`src/design/plid_pkg.sv`:
```
// Shared definitions for the positional list insert/delete unit.
// Holds the operation and status codes and the control bundle that is sent to the storage cells.
// No dependencies.
package plid_pkg;

    localparam int WORD_W = 32;
    localparam int POS_W  = 8;

    typedef enum logic [1:0] {
        OP_INSERT = 2'd0,
        OP_DELETE = 2'd1,
        OP_READ   = 2'd2
    } func_t;

    typedef enum logic [1:0] {
        ST_OK     = 2'd0,
        ST_BADPOS = 2'd1,
        ST_FULL   = 2'd2
    } status_t;

    typedef enum logic [1:0] {
        S_IDLE,
        S_BUSY,
        S_OUT
    } state_t;

    // Control broadcast to every cell. The target is the 0-based slot of the request.
    typedef struct packed {
        logic             ins;
        logic             del;
        logic             sel;
        logic [POS_W-1:0] tgt;
    } cell_ctl_t;

endpackage

```
`src/design/plid_cell.sv`:
```
// One storage slot of the positional list.
// Shifts toward higher or lower slots on insert and delete; uses plid_pkg.
module plid_cell #(
    parameter int IDX = 0
) (
    input  logic                         clk,
    input  plid_pkg::cell_ctl_t          ctl,
    input  logic signed [plid_pkg::WORD_W-1:0] left_word,
    input  logic signed [plid_pkg::WORD_W-1:0] right_word,
    input  logic signed [plid_pkg::WORD_W-1:0] ins_word,
    output logic signed [plid_pkg::WORD_W-1:0] word,
    output logic signed [plid_pkg::WORD_W-1:0] sel_word
);
    import plid_pkg::*;

    logic signed [WORD_W-1:0] word_reg;
    logic signed [WORD_W-1:0] word_next;
    logic                     above_tgt;
    logic                     at_tgt;

    assign above_tgt = IDX > int'(ctl.tgt);
    assign at_tgt    = IDX == int'(ctl.tgt);

    always_comb
    begin
        word_next = word_reg;
        if (ctl.ins)
        begin
            if (above_tgt)
                word_next = left_word;
            else if (at_tgt)
                word_next = ins_word;
        end
        else if (ctl.del)
        begin
            if (above_tgt || at_tgt)
                word_next = right_word;
        end
    end

    always_ff @(posedge clk)
    begin
        word_reg <= word_next;
    end

    assign word     = word_reg;
    assign sel_word = (ctl.sel && at_tgt) ? word_reg : '0;

endmodule

```
`config.mk`:
```
export PLATFORM = sky130hd
export DESIGN_NAME = plid_cell
export DESIGN_NICKNAME = d
export VERILOG_FILES = /design/src/design/plid_pkg.sv /design/src/design/plid_cell.sv
export SDC_FILE = /design/constraint.sdc
export NUM_CORES = 1
export LEC_CHECK = 0
export ABC_AREA = 1
export BUFFER_PORTS_ARGS = -buffer_cell sky130_fd_sc_hd__buf_2
export CAP_MARGIN = 20
export CORE_UTILIZATION = 39
export CTS_CLUSTER_DIAMETER = 60
export DETAILED_ROUTE_END_ITERATION = 12
export GPL_TIMING_DRIVEN = 0
export PLACE_DENSITY = 0.94
export RECOVER_POWER = 50
export SLEW_MARGIN = 20
export SYNTH_ARGS = -nofsm -noshare
export SYNTH_HDL_FRONTEND = slang
export SYNTH_SLANG_ARGS = --single-unit
```
`constraint.sdc`:
```
create_clock -name clk -period 9.1 [get_ports clk]
set_input_delay 1.82 -clock clk [delete_from_list [all_inputs] [get_ports clk]]
set_output_delay 1.82 -clock clk [all_outputs]
set_load 0.1 [all_outputs]
```
==> results_dict.tcl <==
set metrics [dict create \
    final_max_slew_viol_count 0 \
    syn-num-nets 253 \
    core_um2 4354 \
    fmax_mhz 204.4 \
    drt_wl_total_mm 4.147 \
    ant_nets 0 \
    cp_slowest_stage_delay_ns 0.43 \
    power.leakage_nw 1.261 \
    start_util_pct 40.55 \
    post_cts_buffers 0 \
    crit_type "in2out" \
    drt_iter0_drc 54 \
    largest_reg_flops 32 \
    syn_avg_cell_area_um2 12.18 \
    slew-limit-headroom_pct 20.73 \
    grt_pass1_vias 1461 \
    cts_resized 0 \
    final_cell_mix "buf_2 (111), clkbuf_1 (33), mux2_2 (32), inv_1 (32), edfxtp_1 (32)" \
    power_mw 0.3009 \
    dp_hpwl_mm 3.370 \
    synth_cell_types 11 \
    fp.dieArea_um2 4800 \
    gp_congestion 0.7122 \
    fin_tns_setup_ns 0 \
    ys_ff_latch 32 \
    finalNetCount 401 \
    outcome "finished clean" \
    numCtsBuffers 5 \
    ios 172 \
    syn_area_um2 1765 \
    postCtsHoldBufs 0 \
    critical_path.cell_chain "buf_2 -> nor2_1 -> nand2_1 -> nor2_1 -> nand2_2 -> buf_6 -> nor2_2 -> buf_2" \
    grt_overflow_total 0 \
    synth.yosys.seq_area_share_pct 54.43 \
    drc 0 \
    grt_pass1_wl_mm 6.479 \
    placementRows 24 \
    cp.arrival_ns 3.07 \
    die_y_um 69.28 \
    grt_antenna_before_repair 0 \
    critPathLaunch "ctl[5]" \
    path_clk_slew_ns 0.06 \
    die_w_um 69.28 \
    ys_warn_count 0 \
    area_delta_synth_final_pct 45.36 \
    first_pass_iters 4 \
    fin_hold_ws_ns 1.843 \
    hold_viol 0 \
    slowest_stage "buf_2" \
    power.density_nw_per_um2 117.3 \
    period_share_pct 53.77 \
    fin_util_pct 58.94 \
    crit_fanout 10 \
    clk_path_buf_depth 2 \
    setup_violations 0 \
    portBuffers 138 \
    cts_tree "done" \
    holdCritPathClass "in2reg" \
    avgViaCountPerCell 4.358 \
    pwr-share-comb_pct 12.4 \
    cts.sinks 32 \
    mostFrequentLayoutCell "buf_2" \
    layout-drive-gt1-share_pct 62.93 \
    cts-root-buf "clkbuf_8" \
    synth_cells 145 \
    netSwitchingFraction_pct 20.62 \
    clock_power_share_pct 33.1 \
    worstSetupEndpointType "primary output" \
    timing.critical_path.to "sel_word[9]" \
    htree_levels 2 \
    wl_per_cell_um 11.99 \
    period_minus_slack_ns 4.893 \
    maxCapViolCount 0 \
    internal_power_mw 0.2389 \
    p_switching_mw 0.06204 \
    worst_pin_slew_ns 1.194 \
    setup_slack_ns 4.207 \
    grt_max_degree 12 \
    rsz0062_at_grt "no" \
    start_kind "input pin" \
    grt.total_usage_pct 17.67 \
    cp.required_ns 7.28 \
    n_antenna_cell 0 \
    p_seq_share_pct 54.5 \
    fillCellCount 397 \
    dp_worst_setup_slack_ns 4.199 \
    worst_ir_drop_vdd_uv 74.83 \
    num_vias 1508 \
]
critical path: cells and delay by family:
family	cells	cell delay [ns]
and+or+nand+nor	5	0.54
buffers and inverters	3	0.70
worst min path at each step:
stage | slack, ns | startpoint | depth (start not counted) | endpoint
after floorplan | 2.04 | right_word[0] | 1 | word[0]
after global placement | 2.12 | ins_word[24] | 2 | word[24]
after detailed placement | 2.13 | right_word[15] | 2 | word[15]
after CTS | 1.83 | ins_word[4] | 2 | word[4]
after global routing | 1.83 | ins_word[4] | 2 | word[4]
final | 1.84 | right_word[1] | 2 | word[1]
power by group through the flow:
stage                     Combinational [mW]  Sequential (mW)  Clock [mW]
after floorplan                       0.0174            0.170           0
after global placement                0.0373            0.167           0
after detailed placement              0.0392            0.167           0
after CTS                             0.0393            0.164       0.104
after global routing                  0.0407            0.164       0.111
final                                 0.0374            0.164      0.0995
final cells by class:
| type | count | area (um^2) | area share, % |
|---|---|---|---|
| buffer | 7 | 48.80 | 1.902 |
| clock buffer | 7 | 76.32 | 2.974 |
| clock inverter | 1 | 3.754 | 0.1463 |
| inverter | 32 | 120.1 | 4.681 |
| multi-input combinational | 74 | 611.8 | 23.84 |
| sequential | 32 | 960.9 | 37.45 |
| tap | 52 | 65.06 | 2.535 |
| timing repair buffer | 141 | 679.4 | 26.47 |
routing by layer:
layer  share of wire, %  up-vias  wire length, um  track usage (%)
li1                   -      756                -                -
met1                 37      660             1519            17.87
met2                 55       82             2261            33.87
met3                6.8       10              280            3.924
met4                2.1        0               86            8.163
met5                  0        -                0                0
through the flow:
stage	instance area, um^2	std cells
after floorplan	1765	145
after global placement	2521	335
after detailed placement	2549	338
after CTS	2629	346
after global routing	2566	346
final	2566	346
cell usage after synthesis:
cell type	n	area [um^2]
buf_2	1	5.000
buf_6	6	67.56
edfxtp_1	32	960.9
inv_1	32	120.1
mux2_2	32	360.4
nand2_1	2	7.510
nand2_2	1	6.260
nor2_1	8	30.03
nor2_2	27	168.9
nor2_4	3	33.78
nor3_1	1	5.000
logic make-up (layout without fill, tap and decap cells):
group | after synthesis | after routing | share of synthesized area (%)
simple gates | 42 | 42 | 14.25
mux | 32 | 32 | 20.41
buf+inv | 39 | 188 | 10.91
flops | 32 | 32 | 54.43
Note: power is estimated with default switching activity, not from simulation.
